### config.mk
export PLATFORM = sky130hd
export DESIGN_NAME = pan_temperature_trend_monitor
export DESIGN_NICKNAME = d
export VERILOG_FILES = /design/src/ptm_pkg.sv /design/src/pan_temperature_trend_monitor.sv /design/src/ptm_scan.sv
export SDC_FILE = /design/constraint.sdc
export NUM_CORES = 1
export LEC_CHECK = 0
export BUFFER_PORTS_ARGS = -buffer_cell sky130_fd_sc_hd__clkbuf_2
export CORE_ASPECT_RATIO = 1.25
export CORE_MARGIN = 1
export CORE_UTILIZATION = 40
export CTS_CLUSTER_DIAMETER = 50
export DETAILED_ROUTE_END_ITERATION = 10
export PLACE_DENSITY = 0.58
export RECOVER_POWER = 25
export SYNTH_ARGS = -nofsm -noshare
export SYNTH_HDL_FRONTEND = slang
export SYNTH_SLANG_ARGS = --single-unit
### constraint.sdc
create_clock -name clk -period 16.2 [get_ports clk]
set_clock_uncertainty 0.2 [all_clocks]
set_input_delay 4.86 -clock clk [delete_from_list [all_inputs] [get_ports clk]]
set_output_delay 4.86 -clock clk [all_outputs]
set_load 0.01 [all_outputs]
### src/ptm_pkg.sv
// shared types, constants and register codes for the pan temperature trend monitor
package ptm_pkg;

  localparam int WINDOW          = 8;
  localparam int TICKS_PER_EPOCH = 50;
  localparam int TICK_W          = 6;
  localparam int IDX_W           = (WINDOW > 1) ? $clog2(WINDOW) : 1;
  localparam int CFG_IDX_W       = 8;

  typedef logic [7:0]        temp_t;
  typedef logic signed [7:0] slope_t;
  typedef logic [IDX_W-1:0]  idx_t;

  localparam slope_t STEEP_SLOPE   = 8'sd15;
  localparam slope_t FLAT_SLOPE    = 8'sd1;
  localparam slope_t RELEASE_SLOPE = -8'sd7;
  localparam temp_t  OVER_MARGIN   = 8'd5;
  localparam temp_t  EPOCH_MAX     = 8'hff;
  localparam temp_t  TEMP_MAX      = 8'hff;
  localparam temp_t  TEMP_MIN      = 8'h00;

  localparam logic [CFG_IDX_W-1:0] CFG_MID_TEMP          = 8'd0;
  localparam logic [CFG_IDX_W-1:0] CFG_SLOPE_START_EPOCH = 8'd1;
  localparam logic [CFG_IDX_W-1:0] CFG_STEEP_COUNT_LIMIT = 8'd2;
  localparam logic [CFG_IDX_W-1:0] CFG_HOT_READ_EPOCH    = 8'd3;
  localparam logic [CFG_IDX_W-1:0] CFG_COLD_READ_EPOCH   = 8'd4;
  localparam logic [CFG_IDX_W-1:0] CFG_MIN_COOLING_DROP  = 8'd5;
  localparam logic [CFG_IDX_W-1:0] CFG_OFF_TEMP          = 8'd6;
  localparam logic [CFG_IDX_W-1:0] CFG_OVER_DEBOUNCE     = 8'd7;

  localparam temp_t RST_MID_TEMP          = 8'd128;
  localparam temp_t RST_SLOPE_START_EPOCH = 8'd10;
  localparam temp_t RST_STEEP_COUNT_LIMIT = 8'd12;
  localparam temp_t RST_HOT_READ_EPOCH    = 8'd20;
  localparam temp_t RST_COLD_READ_EPOCH   = 8'd30;
  localparam temp_t RST_MIN_COOLING_DROP  = 8'd10;
  localparam temp_t RST_OFF_TEMP          = 8'd200;
  localparam temp_t RST_OVER_DEBOUNCE     = 8'd5;

  typedef enum logic [1:0] {
    ST_IDLE,
    ST_SCAN,
    ST_DONE
  } state_t;

  typedef struct packed {
    logic start;
  } scan_ctrl_t;

  typedef struct packed {
    logic   done;
    slope_t slope;
  } scan_stat_t;

endpackage

### src/pan_temperature_trend_monitor.sv
// top level of the pan temperature trend monitor
//
// one input transfer per 10 ms tick carries heat_enable and pan_temp; every
// accepted transfer produces exactly one output transfer with protect_mode,
// force_stop and slope as they stand after that tick.
// handshake: a transfer happens when valid is high and stall is low.
// in_stall is high from the accepting edge until the result is placed in the
// output register; the output register holds one result, so a new tick can be
// accepted while the previous result still waits behind out_stall.
// a disabled tick or a tick inside an epoch passes from acceptance through
// the done state into the output register; a tick that closes an epoch runs
// the window scan, one sample per cycle through the shared compare unit, and
// passes through the scan state and the done state to the output register.
// while the output register holds a result and out_stall is high, a finished
// result waits in the sequencer and no new tick is taken until the output register frees up.
// the configuration port always accepts; unknown indexes are ignored. write it
// only while the block is idle.
// reset clears the monitor state and loads the default thresholds; the output data fields are not reset.
module pan_temperature_trend_monitor
  import ptm_pkg::*;
(
  input  logic                 clk,
  input  logic                 rst,
  input  logic                 in_valid,
  output logic                 in_stall,
  input  logic                 heat_enable,
  input  temp_t                pan_temp,
  output logic                 out_valid,
  input  logic                 out_stall,
  output logic                 protect_mode,
  output logic                 force_stop,
  output slope_t               slope,
  input  logic                 cfg_valid,
  output logic                 cfg_ready,
  input  logic [CFG_IDX_W-1:0] cfg_index,
  input  temp_t                cfg_data
);

  state_t state;
  state_t state_next;

  temp_t mid_temp;
  temp_t slope_start_epoch;
  temp_t steep_count_limit;
  temp_t hot_read_epoch;
  temp_t cold_read_epoch;
  temp_t min_cooling_drop;
  temp_t off_temp;
  temp_t over_debounce_limit;

  logic [TICK_W-1:0] tick_divider;
  logic [TICK_W-1:0] tick_divider_next;
  temp_t             epoch_count;
  temp_t             epoch_count_next;
  temp_t             sample_window [WINDOW];
  logic              mode_flag;
  logic              mode_flag_next;
  logic              stop_flag;
  logic              stop_flag_next;
  slope_t            slope_value;
  slope_t            slope_value_next;
  temp_t             steep_count;
  temp_t             steep_count_next;
  temp_t             hot_sample;
  temp_t             hot_sample_next;
  temp_t             cold_sample;
  temp_t             cold_sample_next;
  temp_t             over_count;
  temp_t             over_count_next;

  logic accept;
  logic epoch_tick;
  logic shift_window;
  logic clear_window;
  logic out_load;

  logic [TICK_W-1:0] tick_inc;
  temp_t             steep_inc;
  temp_t             over_inc;

  scan_ctrl_t scan_ctrl;
  scan_stat_t scan_stat;
  idx_t       scan_idx;

  assign cfg_ready = 1'b1;
  assign in_stall  = (state != ST_IDLE);
  assign accept    = in_valid && !in_stall;
  assign tick_inc  = tick_divider + 1'b1;
  assign epoch_tick = heat_enable && (tick_inc >= TICK_W'(TICKS_PER_EPOCH));
  assign out_load  = (state == ST_DONE) && (!out_valid || !out_stall);

  ptm_scan u_scan (
    .clk    (clk),
    .rst    (rst),
    .ctrl   (scan_ctrl),
    .sample (sample_window[scan_idx]),
    .idx    (scan_idx),
    .stat   (scan_stat)
  );

  always_ff @(posedge clk) begin
    if (rst) begin
      mid_temp            <= RST_MID_TEMP;
      slope_start_epoch   <= RST_SLOPE_START_EPOCH;
      steep_count_limit   <= RST_STEEP_COUNT_LIMIT;
      hot_read_epoch      <= RST_HOT_READ_EPOCH;
      cold_read_epoch     <= RST_COLD_READ_EPOCH;
      min_cooling_drop    <= RST_MIN_COOLING_DROP;
      off_temp            <= RST_OFF_TEMP;
      over_debounce_limit <= RST_OVER_DEBOUNCE;
    end else if (cfg_valid && cfg_ready) begin
      case (cfg_index)
        CFG_MID_TEMP:          mid_temp            <= cfg_data;
        CFG_SLOPE_START_EPOCH: slope_start_epoch   <= cfg_data;
        CFG_STEEP_COUNT_LIMIT: steep_count_limit   <= cfg_data;
        CFG_HOT_READ_EPOCH:    hot_read_epoch      <= cfg_data;
        CFG_COLD_READ_EPOCH:   cold_read_epoch     <= cfg_data;
        CFG_MIN_COOLING_DROP:  min_cooling_drop    <= cfg_data;
        CFG_OFF_TEMP:          off_temp            <= cfg_data;
        CFG_OVER_DEBOUNCE:     over_debounce_limit <= cfg_data;
        default: ;
      endcase
    end
  end

  // sequencer and per-tick state update
  always_comb begin
    state_next        = state;
    tick_divider_next = tick_divider;
    epoch_count_next  = epoch_count;
    mode_flag_next    = mode_flag;
    stop_flag_next    = stop_flag;
    slope_value_next  = slope_value;
    steep_count_next  = steep_count;
    hot_sample_next   = hot_sample;
    cold_sample_next  = cold_sample;
    over_count_next   = over_count;
    shift_window      = 1'b0;
    clear_window      = 1'b0;
    scan_ctrl.start   = 1'b0;
    steep_inc         = steep_count + 1'b1;
    over_inc          = over_count + 1'b1;

    case (state)
      ST_IDLE: begin
        if (accept) begin
          if (!heat_enable) begin
            clear_window      = 1'b1;
            tick_divider_next = '0;
            epoch_count_next  = '0;
            steep_count_next  = '0;
            mode_flag_next    = 1'b0;
            stop_flag_next    = 1'b0;
            slope_value_next  = '0;
            hot_sample_next   = '0;
            cold_sample_next  = '0;
            state_next        = ST_DONE;
          end else if (!epoch_tick) begin
            tick_divider_next = tick_inc;
            state_next        = ST_DONE;
          end else begin
            tick_divider_next = '0;
            if (epoch_count < EPOCH_MAX) begin
              epoch_count_next = epoch_count + 1'b1;
            end
            stop_flag_next = 1'b0;
            if (!mode_flag) begin
              // steep slope test on the previous slope
              if (pan_temp > mid_temp && epoch_count_next >= slope_start_epoch) begin
                if (slope_value >= STEEP_SLOPE) begin
                  if (steep_inc >= steep_count_limit) begin
                    steep_count_next = '0;
                    mode_flag_next   = 1'b1;
                  end else begin
                    steep_count_next = steep_inc;
                  end
                end else if (slope_value <= FLAT_SLOPE) begin
                  steep_count_next = '0;
                end
              end
              // cooling check window
              if (epoch_count_next >= hot_read_epoch &&
                  epoch_count_next <= cold_read_epoch) begin
                stop_flag_next = 1'b1;
              end
              if (epoch_count_next == hot_read_epoch) begin
                hot_sample_next = pan_temp;
              end
              if (epoch_count_next == cold_read_epoch) begin
                cold_sample_next = pan_temp;
                if (hot_sample_next > pan_temp &&
                    (hot_sample_next - pan_temp) >= min_cooling_drop) begin
                  mode_flag_next = 1'b1;
                end
              end
              // over-temperature debounce
              if (({1'b0, pan_temp} + {1'b0, OVER_MARGIN}) < {1'b0, off_temp}) begin
                over_count_next = '0;
              end else if (pan_temp > off_temp) begin
                if (over_inc > over_debounce_limit) begin
                  over_count_next = '0;
                  mode_flag_next  = 1'b1;
                end else begin
                  over_count_next = over_inc;
                end
              end else begin
                over_count_next = '0;
              end
            end
            shift_window    = 1'b1;
            scan_ctrl.start = 1'b1;
            state_next      = ST_SCAN;
          end
        end
      end
      ST_SCAN: begin
        if (scan_stat.done) begin
          slope_value_next = scan_stat.slope;
          if (mode_flag && scan_stat.slope <= RELEASE_SLOPE) begin
            mode_flag_next = 1'b0;
          end
          state_next = ST_DONE;
        end
      end
      ST_DONE: begin
        if (out_load) begin
          state_next = ST_IDLE;
        end
      end
      default: begin
        state_next = ST_IDLE;
      end
    endcase
  end

  always_ff @(posedge clk) begin
    if (rst) begin
      state        <= ST_IDLE;
      tick_divider <= '0;
      epoch_count  <= '0;
      mode_flag    <= 1'b0;
      stop_flag    <= 1'b0;
      slope_value  <= '0;
      steep_count  <= '0;
      hot_sample   <= '0;
      cold_sample  <= '0;
      over_count   <= '0;
    end else begin
      state        <= state_next;
      tick_divider <= tick_divider_next;
      epoch_count  <= epoch_count_next;
      mode_flag    <= mode_flag_next;
      stop_flag    <= stop_flag_next;
      slope_value  <= slope_value_next;
      steep_count  <= steep_count_next;
      hot_sample   <= hot_sample_next;
      cold_sample  <= cold_sample_next;
      over_count   <= over_count_next;
    end
  end

  // sample history, oldest first
  always_ff @(posedge clk) begin
    if (rst || clear_window) begin
      for (int i = 0; i < WINDOW; i++) begin
        sample_window[i] <= '0;
      end
    end else if (shift_window) begin
      for (int i = 0; i < WINDOW - 1; i++) begin
        sample_window[i] <= sample_window[i+1];
      end
      sample_window[WINDOW-1] <= pan_temp;
    end
  end

  // output register
  always_ff @(posedge clk) begin
    if (rst) begin
      out_valid <= 1'b0;
    end else if (out_load) begin
      out_valid <= 1'b1;
    end else if (!out_stall) begin
      out_valid <= 1'b0;
    end
  end

  always_ff @(posedge clk) begin
    if (out_load) begin
      protect_mode <= mode_flag;
      force_stop   <= stop_flag;
      slope        <= slope_value;
    end
  end

  a_stall_after_accept: assert property (@(posedge clk) disable iff (rst)
    accept |=> in_stall)
    else $error("input not stalled after a transfer");

  a_out_from_done: assert property (@(posedge clk) disable iff (rst)
    $rose(out_valid) |-> $past(state) == ST_DONE)
    else $error("output transfer raised outside the done state");

  a_scan_done_in_scan: assert property (@(posedge clk) disable iff (rst)
    scan_stat.done |-> state == ST_SCAN)
    else $error("scan finished while the sequencer was not waiting");

  a_tick_range: assert property (@(posedge clk) disable iff (rst)
    tick_divider < TICK_W'(TICKS_PER_EPOCH))
    else $error("tick divider out of range");

endmodule

### src/ptm_scan.sv
// iterative min/max scan over the sample window and saturated signed slope
module ptm_scan
  import ptm_pkg::*;
(
  input  logic       clk,
  input  logic       rst,
  input  scan_ctrl_t ctrl,
  input  temp_t      sample,
  output idx_t       idx,
  output scan_stat_t stat
);

  localparam idx_t LAST_IDX = IDX_W'(WINDOW - 1);

  logic  active;
  logic  done;
  temp_t mn;
  temp_t mx;
  idx_t  mn_at;
  idx_t  mx_at;

  logic signed [9:0] span;
  logic signed [9:0] signed_span;
  slope_t            slope_sat;

  always_ff @(posedge clk) begin
    if (rst) begin
      active <= 1'b0;
      done   <= 1'b0;
      idx    <= '0;
    end else begin
      done <= 1'b0;
      if (ctrl.start) begin
        active <= 1'b1;
        idx    <= '0;
      end else if (active) begin
        if (idx == LAST_IDX) begin
          active <= 1'b0;
          done   <= 1'b1;
        end else begin
          idx <= idx + 1'b1;
        end
      end
    end
  end

  // running extremes, earliest minimum and latest maximum
  always_ff @(posedge clk) begin
    if (ctrl.start) begin
      mn    <= TEMP_MAX;
      mx    <= TEMP_MIN;
      mn_at <= '0;
      mx_at <= '0;
    end else if (active) begin
      if (mn > sample) begin
        mn    <= sample;
        mn_at <= idx;
      end
      if (mx <= sample) begin
        mx    <= sample;
        mx_at <= idx;
      end
    end
  end

  always_comb begin
    span        = $signed({2'b00, mx}) - $signed({2'b00, mn});
    signed_span = (mn_at < mx_at) ? span : -span;
    if (signed_span > 10'sd127) begin
      slope_sat = 8'sd127;
    end else if (signed_span < -10'sd128) begin
      slope_sat = -8'sd128;
    end else begin
      slope_sat = signed_span[7:0];
    end
  end

  assign stat.done  = done;
  assign stat.slope = slope_sat;

endmodule
Yosys cells after proc, flatten, opt, wreduce, memory -nomap -nowiden
Memory sizes are Yosys's and may differ from the RTL's. A register that Yosys moved wholly into a read port is not among the register bits. Index checks and enable logic that the tools add are counted.

Output and inout port bits: 13. RAM bits: 64. Latch bits: 0. Bits in registers: 152. Bits in read-only memories: 0. Input bits: 30. Memories: 1. Word-level logic and storage cells: 217.

Memories: sample_window (words 8, width 8, read ports 8, clocked after Yosys merged registers in 1, write ports 8, line pan_temperature_trend_monitor.sv:55) `temp_t sample_window [WINDOW];`.

Equal/unequal tests: 23. Mux-type cells: 88. Bitwise logic cells: 11. Div/mod/pow operators: 0. Shift-type cells: 0. Multipliers: 0. $add $sub $neg: 9. Reductions and logical operators: 37. Order comparisons: 20.

Operators with widths (number): $mux 8 (39); $gt 8x8->1 (5); $mux 1 (36); $eq 8x3->1 const B (4); $ge 8x8->1 (4); $add 8x1->8 const B (3); $reduce_and 2->1 (12); $eq 8x2->1 const B (2); $eq 8x8->1 (2); $le 8x8->1 (2); $pmux 8 s2 (1); $mux 6 (2); $gt 10x8->1 const B (1); $lt 10x8->1 const B (1); $mux 10 (1); $mux 2 (5); $ne 2x2->1 const B (5); $neg 10->10 (1); $reduce_and 5->1 (2); $add 8x3->9 const B (1); $lt 9x8->1 (1); $sub 8x8->9 (1); $eq 8x1->1 const B (1); $ge 8x5->1 const B (1); 30 further kinds (55).

Longest topological paths before layout
Gate-level depths: netlist of run 1.

Depth in word-level cells: 27. Depth in mapped cells: 27. Gate-level depth less buffers: 27.

By module
A second synthesis of run 1 with hierarchy kept.

Cell total of the unflattened synthesis: 1281. Area total of the unflattened synthesis: 12527.0 um^2.

By module, submodules not included: pan_temperature_trend_monitor (sequential area each 4524.3 um^2, instances 1, area an instance 10402.5 um^2, cells each 1032); ptm_scan (sequential area each 540.5 um^2, instances 1, area an instance 2124.5 um^2, cells each 249).

Worst setup path after synthesis of run 1
Ideal clock, no wire load.

Path kind: input to register. Start point: in pan_temp[1]. End point: reg mode_flag. Path buffers: 0. Arrival: 7.583 ns. Cell stages on the path: 16. Setup time: 0.122 ns. Setup slack: 8.295 ns. Required time: 15.878 ns. Path through: mux2_2 ha_1 a21o_1 a21o_1 a21o_1 a21oi_1 o21bai_1 a21oi_1 xnor2_1 ha_1 a2111oi_0 o21a_1 a2111oi_0 a221oi_1 o21bai_1 o311a_1.

Longest elaborated chain between the ends: 19. Elaborated cells on any way between the ends: 26. Classes of those cells: add/sub (2); order compare (5); mux (17); reduce/logical (2).

RTL lines: start: declaration (line pan_temperature_trend_monitor.sv:27) `input temp_t pan_temp,`; $mux 8 (line pan_temperature_trend_monitor.sv:186) `if (epoch_count_next == hot_read_epoch) begin`; $mux 8 (line pan_temperature_trend_monitor.sv:167) `if (!mode_flag) begin`; $mux 8 (line pan_temperature_trend_monitor.sv:158) `end else if (!epoch_tick) begin`; $mux 8 (line pan_temperature_trend_monitor.sv:147) `if (!heat_enable) begin`; $mux 8 (line pan_temperature_trend_monitor.sv:146) `if (accept) begin`; $mux 8 (line pan_temperature_trend_monitor.sv:144) `case (state)`; $sub 8x8->8 (line pan_temperature_trend_monitor.sv:192) `(hot_sample_next - pan_temp) >= min_cooling_drop) begin`; $ge 8x8->1 (line pan_temperature_trend_monitor.sv:192); [3 not listed]; $mux 1 (line pan_temperature_trend_monitor.sv:200) `if (over_inc > over_debounce_limit) begin`; $mux 1 (line pan_temperature_trend_monitor.sv:199) `end else if (pan_temp > off_temp) begin`; $mux 1 (*) (line pan_temperature_trend_monitor.sv:197) `if (({1'b0, pan_temp} + {1'b0, OVER_MARGIN}) < {1'b0, off_temp}) begin`; $mux 1 (*) (line pan_temperature_trend_monitor.sv:167); $mux 1 (*) (line pan_temperature_trend_monitor.sv:158); $mux 1 (*) (line pan_temperature_trend_monitor.sv:147); $mux 1 (*) (line pan_temperature_trend_monitor.sv:146); $pmux 1 s2 (*) (line pan_temperature_trend_monitor.sv:144); end signal: assignment (line pan_temperature_trend_monitor.sv:252) `mode_flag <= mode_flag_next;`; end: declaration (line pan_temperature_trend_monitor.sv:56) `logic mode_flag;`.

Mark *: on every way between the ends. The rest lies on a longest branch, timed or not. The select of a mux whose other input is x is not followed. A chain may end at the register's enable or synchronous reset.

==> results of run 1 <==
==> cell usage in the layout, fill, tap and decap left out, types with 31 or more instances in the layout <==
master     instances
nor2_1           118
inv_1             94
nand3_1           35
ha_1             115
a21oi_1           52
clkbuf_16         31
and3_1            58
nand2_1           70
mux2i_1           79
o21ai_0           44
dfxtp_1          145
edfxtp_1          74
==> logic make-up (layout without fill, tap and decap cells) <==
logic type,count (synthesis),count (layout),share of synthesized area [%]
flops,219,219,41.2
compound gates,218,218,12.1
other cells,1,1,0.0301
simple gates,409,409,16.8
xor+xnor,44,44,3.10
mux,104,104,10.1
fa+ha+maj,117,117,11.9
buf+inv,154,200,4.85
==> per-layer routing <==
metal | up-vias | global-route usage, % | routed length [um]
met1 | 4343 | 22.7 | 12900
met4 | 0 | 6.02 | 705
met5 | - | 0 | 0
met2 | 134 | 33.5 | 14200
li1 | 4590 | - | -
met3 | 49 | 2.43 | 931
==> metrics by stage <==
stage	std cells	worst slack (ps)
floorplan	1266	8300
global placement	1659	7850
detailed placement	1659	7730
CTS	1713	8320
global route	1713	6010
finish	1713	6380
==> cell type report <==
class | count | area, um2 | share of cell area (%)
Clock buffer | 36 | 805 | 5.76
Sequential cell | 219 | 5120 | 36.7
Tap cell | 401 | 502 | 3.59
Inverter | 95 | 357 | 2.55
Clock inverter | 18 | 205 | 1.47
Timing Repair Buffer | 51 | 256 | 1.84
Multi-Input combinational cell | 893 | 6710 | 48.1
==> power groups by stage <==
stage / Clock, W / Sequential [W] / Combinational (W)
floorplan: 0 / 0.000595 / 0.0000440
global placement: 0 / 0.000596 / 0.0000669
detailed placement: 0 / 0.000597 / 0.0000679
CTS: 0.000679 / 0.000585 / 0.0000682
global route: 0.000702 / 0.000586 / 0.0000746
finish: 0.000663 / 0.000585 / 0.0000666
==> state kept, by name (all words and copies together), names as in the netlist, 2 cells and up, named ones only <==
register and cells:
cold_read_epoch 8, epoch_count 8, hot_read_epoch 8, hot_sample 8, mid_temp 8, min_cooling_drop 8, off_temp 8, over_count 8
over_debounce_limit 8, sample_window 64, slope 8, slope_start_epoch 8, slope_value 8, state 2, steep_count 8, steep_count_limit 8
tick_divider 6, u_scan.idx 3, u_scan.mn 8, u_scan.mn_at 3, u_scan.mx 8, u_scan.mx_at 3
==> worst max-delay path by stage <==
stage                 from             end  slack [ps]  cells after the start
2_1_floorplan  pan_temp[1]       mode_flag        8300                     16
3_3_place_gp   pan_temp[1]       mode_flag        7850                     17
3_5_place_dp   pan_temp[1]       mode_flag        7730                     17
4_1_cts        pan_temp[1]       mode_flag        8320                     17
5_1_grt                rst  epoch_count[0]        6010                      9
6_report               rst  slope_value[3]        6380                      7
==> worst max-delay path: stages <==
cell and delay, ps:
buf_2 70, clkbuf_1 1980, clkbuf_1 1230, inv_1 730, buf_4 530, and2_1 300, a22o_1 250
==> impl_metrics.csv, run 1 <==
group,metric,value,unit
outcome,status,"finished with violations",
outcome,violations,"capacitance limit, slew limit",
worst_setup_path,reg2reg_depth,27,
clock_tree,cts_made_buffers,30,
drt,drt_wl_total,28700,um
grt,track_usage,18.5,%
clock_tree,clk_path_buf_depth,3,
grt,grt_pass1_vias,9021,
cells_and_area,nets,1437,
worst_setup_path,endpoint_kind,"register",
yosys,yosysMostFrequentCell,"dfxtp_1",
clock_tree,clock-sinks,219,
sta,drv_slew,162,
drt,via_per_inst,5.32,
min_path,hold_path.class,"register to register",
clock_tree,postCtsHoldBufs,0,
yosys,synth_common_cells,"145 x dfxtp_1, 118 x nor2_1, 115 x ha_1",
yosys,yosysWarnings,0,
sta,finalHoldViolCount,0,
placed_design,place_congestion,0.829,
pwr,comb_power_share,5.1,%
clock_tree,cts_setup_buffers,0,
yosys,netlist_top_cells_area,"dfxtp_1 23%, edfxtp_1 18%, ha_1 12%",
cells_and_area,fillers,2950,
yosys,yosys.area.top_type,"dfxtp_1",
die,die-area,31800,um2
grt,grt_pass1_wl,47300,um
drt,num_vias,9116,
drt,post_drt_wl_per_cell,16.8,um
clock_tree,htree_levels,1,
worst_setup_path,path_max_fanout,62,
cells_and_area,design_area,14000,um2
worst_setup_path,required,16430,ps
worst_setup_path,path_class,"input port to register",
yosys,synth_top_area_share,23.3,%
pwr,p_total,0.00131,W
worst_setup_path,cp-start-kind,"input port",
drt,dr.pass1.iters,4,
die,num_rows,71,
worst_setup_path,arrival,10050,ps
worst_setup_path,r2r_slack,10220,ps
yosys,synth_edf_count,74,
min_path,holdPathEnd,"slope[0]",
sta,finalCritPeriodShare,60.6,%
yosys,yosysSeqAreaShare,41.2,%
pwr,pwr-share-seq,44.5,%
yosys,synthArstFlopShare,0,%
pwr,p_switching,0.000309,W
yosys,synthFlopType,"dfxtp_1",
pwr,swShare,23.5,%
pwr,p_int,0.00101,W
grt,grt_max_degree,72,
placed_design,port_buffers,41,
sta,finalSetupTns,0,ps
run,cap_violations,3,
yosys,synth_cell_types,78,
worst_setup_path,r2r_end,"mode_flag",
die,pin_count,43,
die,die_w,160,um
yosys,netlist_instances,1266,
sta,setup_viol,0,
grt,grt_overflow,0,
placed_design,placed_cell_area,13000,um2
pwr,pwr_density_cell,94.2,nW/um2
clock_tree,cts_root_buf,"clkbuf_16",
sta,finalCriticalPeriod,9820,ps
cells_and_area,utilization,46.0,%
pwr,pwr-share-clk,50.4,%
drt,ant_nets,0,
yosys,ys_seq_elements,219,
die,die_h,199,um
die,coreArea,30400,um2
drt,drt_iter0_drc,415,
pwr,p_leak,6.18,nW
drt,drc,0,
yosys,avgSynthCellArea,9.83,um2
sta,rsz0062_at_grt,"no",
min_path,min_from,"slope_value[0]",
placed_design,dp_hpwl,20500,um
die,start_util,40.9,%
grt,antenna_found_initial,0,
cells_and_area,drive_above_1_share,9.83,%
sta,hold_ws,264,ps
min_path,hold_depth,0,
cells_and_area,area_growth,12.2,%
cells_and_area,antennaDiodeCount,0,
worst_setup_path,r2r_start,"epoch_count[0]",
sta,max_slew_margin,-88.3,%
clock_tree,clock_latency,560,ps
yosys,syn_nets,1413,
yosys,netlist_area,12400,um2
sta,max_freq,102,MHz
sta,worst_pin_slew,2820,ps
clock_tree,cts_tree,"done",
pwr,ir_worst_vdd,68.7,uV
clock_tree,cts.clk_slew.worst_paths,60,ps
clock_tree,cts_resized,0,
(Power assumes the default switching activity.)
==> run 2: changes to the inputs <==
==> constraint.sdc (replaced) <==
create_clock -name clk -period 9.2 [get_ports clk]
set_clock_uncertainty 0.2 [all_clocks]
set_input_delay 2.76 -clock clk [delete_from_list [all_inputs] [get_ports clk]]
set_output_delay 2.76 -clock clk [all_outputs]
set_load 0.01 [all_outputs]
==> impl_metrics.csv, run 2 (synthesis results as in run 1) <==
group,metric,value,unit
clock_tree,cts_resized,0,
drt,drt_wl_total,28500,um
worst_setup_path,r2r_start,"epoch_count[0]",
sta,worst_pin_slew,3980,ps
worst_setup_path,cp-start-kind,"input port",
cells_and_area,utilization,45.8,%
sta,finalCriticalPeriod,7220,ps
cells_and_area,area_growth,11.8,%
clock_tree,postCtsHoldBufs,0,
grt,grt_pass1_wl,47700,um
cells_and_area,drive_above_1_share,9.39,%
worst_setup_path,path_max_fanout,71,
placed_design,place_congestion,0.878,
clock_tree,clock_latency,550,ps
worst_setup_path,arrival,7240,ps
drt,num_vias,9055,
placed_design,dp_hpwl,20200,um
die,die_w,160,um
cells_and_area,fillers,2939,
cells_and_area,largest_reg_flops,64,
sta,max_slew_margin,-165,%
drt,ant_nets,0,
clock_tree,clk_path_buf_depth,3,
cells_and_area,seqCellArea,5120,um2
pwr,pwr_density_cell,165,nW/um2
drt,drc,0,
min_path,hold_path.class,"register to register",
die,num_rows,71,
min_path,min_from,"slope_value[5]",
worst_setup_path,critical_path.top_delay_family,"buffers and inverters",
grt,track_usage,18.6,%
grt,antenna_found_initial,0,
sta,fin_ws,1980,ps
grt,grt_pass1_vias,9232,
grt,grt_max_degree,86,
outcome,violations,"capacitance limit, slew limit",
grt,grt_overflow,0,
sta,drv_slew,158,
clock_tree,cts_setup_buffers,0,
cells_and_area,nets,1434,
worst_setup_path,cp_num_buf_inv,4,
worst_setup_path,path_class,"input port to register",
sta,finalHoldViolCount,0,
placed_design,port_buffers,41,
clock_tree,cts_made_buffers,29,
worst_setup_path,slowest_stage,"clkbuf_1",
clock_tree,clock-sinks,219,
placed_design,dpl_worst_slack,2460,ps
die,start_util,40.9,%
cells_and_area,multi_input_area,6710,um2
die,die-area,31800,um2
die,die_h,199,um
worst_setup_path,required,9220,ps
cells_and_area,antennaDiodeCount,0,
run,cap_violations,2,
pwr,ir_worst_vdd,159,uV
pwr,p_total,0.00229,W
sta,max_freq,139,MHz
clock_tree,cts.clk_slew.worst_paths,60,ps
drt,via_per_inst,5.29,
sta,hold_ws,272,ps
cells_and_area,layout.cells.most_common,"dfxtp_1",
cells_and_area,layout_common_cells,"145 x dfxtp_1, 118 x nor2_1, 115 x ha_1, 93 x inv_1, 79 x mux2i_1",
drt,drt_iter0_drc,480,
sta,finalCritPeriodShare,78.5,%
clock_tree,cts_tree,"done",
sta,finalSetupTns,0,ps
worst_setup_path,critPathMaxStageDelay,1930,ps
sta,setup_viol,0,
die,coreArea,30400,um2
clock_tree,htree_levels,1,
cells_and_area,top_register,"sample_window",
outcome,status,"finished with violations",
clock_tree,cts_root_buf,"clkbuf_16",
worst_setup_path,cp_cell_sequence,"clkbuf_2 -> nand3_1 -> nor4_4 -> clkbuf_1 -> nor3_2 -> inv_2 -> buf_4",
die,pin_count,43,
sta,rsz0062_at_grt,"no",
worst_setup_path,startpoint,"heat_enable",
drt,post_drt_wl_per_cell,16.7,um
pwr,p_leak,6.15,nW
drt,dr.pass1.iters,5,
worst_setup_path,endpoint_kind,"register",
==> run 2: cell count changes in the layout (fill, tap and decap cells not counted), sizes merged <==
cell	delta
buf	-4
clkinv	-1
clkinvlp	-2
inv	+5
==> run 2: worst paths after layout <==
path,endpoint,slack [ps],cells past startpoint
setup / recovery,sample_window[0][5],1980,7
hold / removal,slope[5],270,0
setup reg to reg,mode_flag,2400,26
hold reg to reg,slope[5],270,0
==> run 2: per-stage QoR <==
| stage | instances | area, um2 |
|---|---|---|
| final | 1711 | 13900 |
| after detailed placement | 1657 | 13000 |
| after CTS | 1711 | 13900 |
| after floorplan | 1266 | 12400 |
| after global routing | 1711 | 13900 |
| after global placement | 1657 | 13000 |
==> run 2: final cells by class <==
| type | instances | area share (%) |
|---|---|---|
| inverter | 95 | 2.56 |
| sequential | 219 | 36.9 |
| timing repair buffer | 49 | 1.71 |
| clock inverter | 20 | 1.68 |
| clock buffer | 34 | 5.35 |
| multi-input combinational | 893 | 48.2 |
| tap | 401 | 3.61 |
==> run 2: power by group <==
part	internal (W)	switching, W	total, W
clock	0.000680	0.000461	0.00114
sequential	0.00102	0.0000102	0.00103
combinational	0.0000394	0.0000773	0.000117
==> run 2: routing by layer <==
metal | global-route usage [%] | up-vias | routed length, um
met5 | 0 | - | 0
met4 | 6.62 | 0 | 788
met3 | 2.16 | 57 | 799
met2 | 33.7 | 136 | 14300
met1 | 22.6 | 4279 | 12700
li1 | - | 4583 | -
==> run 3: changes to the inputs <==
--- a/config.mk
+++ b/config.mk
@@ -5,13 +5,14 @@
 export SDC_FILE = /design/constraint.sdc
 export NUM_CORES = 1
 export LEC_CHECK = 0
+export ABC_AREA = 1
 export BUFFER_PORTS_ARGS = -buffer_cell sky130_fd_sc_hd__clkbuf_2
 export CORE_ASPECT_RATIO = 1.25
 export CORE_MARGIN = 1
 export CORE_UTILIZATION = 40
 export CTS_CLUSTER_DIAMETER = 50
 export DETAILED_ROUTE_END_ITERATION = 10
-export PLACE_DENSITY = 0.58
+export PLACE_DENSITY = 0.61
 export RECOVER_POWER = 25
 export SYNTH_ARGS = -nofsm -noshare
 export SYNTH_HDL_FRONTEND = slang
==> constraint.sdc (replaced) <==
create_clock -name clk -period 6.3 [get_ports clk]
set_clock_uncertainty 0.2 [all_clocks]
set_input_delay 1.89 -clock clk [delete_from_list [all_inputs] [get_ports clk]]
set_output_delay 1.89 -clock clk [all_outputs]
set_load 0.01 [all_outputs]
==> impl_metrics.csv, run 3 <==
group,metric,value,unit
placed_design,place_congestion,0.838,
worst_setup_path,r2r_slack,860,ps
worst_setup_path,endpoint_kind,"register",
pwr,p_leak,6.06,nW
yosys,yosysSeqAreaShare,41.8,%
die,die_h,198,um
cells_and_area,largest_reg_flops,64,
placed_design,dpl.cell_count,1927,
worst_setup_path,reg2reg_depth,31,
run,cap_violations,2,
yosys,synth_common_cells,"246 x inv_1, 210 x nand2_1, 171 x a21oi_1",
worst_setup_path,r2r_start,"epoch_count[0]",
min_path,hold_path.class,"register to register",
pwr,pwr_density_cell,301,nW/um2
yosys,yosysWarnings,0,
grt,track_usage,18.8,%
worst_setup_path,path_max_fanout,9,
yosys,synthArstFlopShare,0,%
clock_tree,htree_levels,1,
drt,dr.max_layer_used,"met4",
yosys,synth_top_family_by_area,"compound AO/OA/AOI/OAI gates",
yosys,avgSynthCellArea,8.07,um2
yosys,yosysMostFrequentCell,"inv_1",
cells_and_area,nets,1702,
grt,grt_pass1_vias,9721,
clock_tree,clk_path_buf_depth,3,
yosys,yosys.area.top_type,"dfxtp_1",
yosys,synth.area.mux_share,0,%
die,pin_count,43,
drt,post_drt_wl_per_cell,14.2,um
yosys,yosys.area_share.adder,12.1,%
drt,m1WireLength,12100,um
clock_tree,cts_setup_buffers,0,
grt,grt_max_degree,68,
cells_and_area,top_register,"sample_window",
drt,drt_iter0_drc,416,
min_path,holdPathEnd,"slope_start_epoch[4]",
worst_setup_path,arrival,5690,ps
drt,route.met2.wl,14400,um
yosys,synthFlopType,"dfxtp_1",
drt,ant_nets,0,
cells_and_area,layout.cells.most_common,"inv_1",
sta,max_freq,184,MHz
clock_tree,postCtsHoldBufs,0,
placed_design,port_buffers,41,
sta,max_slew_margin,-86.0,%
clock_tree,cts_tree,"done",
placed_design,dp_hpwl,20400,um
yosys,yosys.area_share.simple,16.9,%
die,num_rows,71,
clock_tree,cts_made_buffers,27,
sta,fin_ws,862,ps
sta,finalHoldViolCount,0,
worst_setup_path,critPathMaxStageDelay,420,ps
grt,grt_pass1_wl,47300,um
drt,drc,0,
grt,grt_overflow,0,
worst_setup_path,path_common_cell,"nand2_1",
drt,via_per_inst,4.96,
drt,num_vias,9799,
sta,rsz0062_at_grt,"no",
sta,hold_ws,262,ps
drt,wl_met3,794,um
min_path,hold_depth,2,
cells_and_area,layout_common_cells,"245 x inv_1, 209 x nand2_1, 171 x a21oi_1, 147 x nor2_1, 145 x dfxtp_1",
sta,finalCritPeriodShare,86.3,%
cells_and_area,area_growth,11.9,%
yosys,synth_top_area_share,23.7,%
clock_tree,cts_resized,0,
outcome,violations,"capacitance limit, slew limit",
yosys,synth_edf_count,74,
sta,drv_slew,112,
clock_tree,clock-sinks,219,
yosys,synth-compound-area-share,17.0,%
worst_setup_path,r2r_end,"mode_flag",
cells_and_area,drive_above_1_share,7.56,%
sta,finalSetupTns,0,ps
yosys,synth_cell_types,52,
pwr,ir_worst_vdd,240,uV
min_path,min_from,"slope_start_epoch[4]",
clock_tree,cts.clk_slew.worst_paths,60,ps
drt,drt_wl_total,28000,um
cells_and_area,fin_cells,1976,
die,coreArea,30100,um2
yosys,netlist_area,12200,um2
sta,setup_viol,0,
worst_setup_path,slowest_stage,"fa_1",
drt,dr.pass1.iters,5,
cells_and_area,antennaDiodeCount,0,
die,die-area,31300,um2
grt,antenna_found_initial,0,
yosys,netlist_top_cells_area,"dfxtp_1 24%, edfxtp_1 18%, ha_1 12%",
yosys,synth_xor_area_share,2.92,%
sta,worst_pin_slew,2790,ps
clock_tree,cts_root_buf,"clkbuf_16",
outcome,status,"finished with violations",
placed_design,dpl_worst_slack,875,ps
worst_setup_path,cp-start-kind,"register",
worst_setup_path,path_class,"register to register",
sta,finalCriticalPeriod,5440,ps
die,start_util,40.7,%
yosys,ys_seq_elements,219,
worst_setup_path,required,6560,ps
clock_tree,clock_latency,530,ps
die,die_w,159,um
yosys,syn_nets,1665,
yosys,netlist_instances,1518,
[run 3: cell count changes in the layout (fill, tap and decap cells not counted), moves of 17 or more]
cell / before / now
a21o_1: 22 / 1
a21oi_1: 52 / 171
and2_1: 22 / 0
and3_1: 58 / 0
inv_1: 93 / 245
mux2i_1: 79 / 0
nand2_1: 70 / 209
nand2b_1: 21 / 4
nor2_1: 118 / 147
nor3_1: 26 / 9
o21ai_0: 44 / 112
[run 3: report_power, final]
| part | internal (W) | total [W] | switching (W) |
|---|---|---|---|
| clock network | 0.000882 | 0.00150 | 0.000616 |
| registers | 0.00154 | 0.00159 | 0.0000489 |
| logic | 0.000381 | 0.00104 | 0.000659 |
| total | 0.00281 | 0.00413 | 0.00132 |
[run 3: worst max-delay path, delay by kind of cell, from the launching register on]
kind            cells  cell delay, ps
fa+ha+maj           5            1310
buf+inv             2             120
xor+xnor            2             480
simple gates       17            2110
flops               1             350
compound gates      5             820
[run 3: worst max path at each step]
| stage | startpoint | to | slack, ps | depth (start not counted) |
|---|---|---|---|---|
| after floorplan | epoch_count[0] | mode_flag | 1580 | 32 |
| after global placement | epoch_count[0] | mode_flag | 1070 | 31 |
| after detailed placement | epoch_count[0] | mode_flag | 870 | 31 |
| after CTS | epoch_count[0] | mode_flag | 830 | 31 |
| after global routing | epoch_count[0] | mode_flag | 330 | 31 |
| final | epoch_count[0] | mode_flag | 860 | 31 |
[run 3: layer usage]
layer,vias up,track usage [%]
li1,5134,-
met5,-,0
met1,4500,21.9
met4,0,5.27
met2,120,35.4
met3,45,2.28
[run 3: stage by stage]
| step | power (W) | util (%) | cell area [um2] |
|---|---|---|---|
| after floorplan | 0.00245 | - | 12200 |
| after global placement | 0.00265 | 42.7 | 12900 |
| after detailed placement | 0.00266 | 42.7 | 12900 |
| after CTS | 0.00418 | 45.6 | 13700 |
| after global routing | 0.00440 | 45.5 | 13700 |
| final | 0.00413 | 45.5 | 13700 |
[run 3: area by class of cell]
| class | count | area (um2) |
|---|---|---|
| clock inverter | 13 | 120 |
| clock buffer | 36 | 746 |
| tap | 401 | 502 |
| timing repair buffer | 50 | 258 |
| inverter | 255 | 963 |
| fill | 3022 | 16400 |
| multi-input combinational | 1002 | 5990 |
| sequential | 219 | 5120 |
[run 3: logic make-up (layout without fill, tap and decap cells)]
family / after synthesis / in the layout
xor gates and xnor gates: 40 / 40
and+or+nand+nor: 472 / 472
buffers and inverters: 297 / 354
AOI/OAI and AO/OA: 372 / 372
adders and majority gates: 117 / 117
other: 1 / 1
DFF: 219 / 219
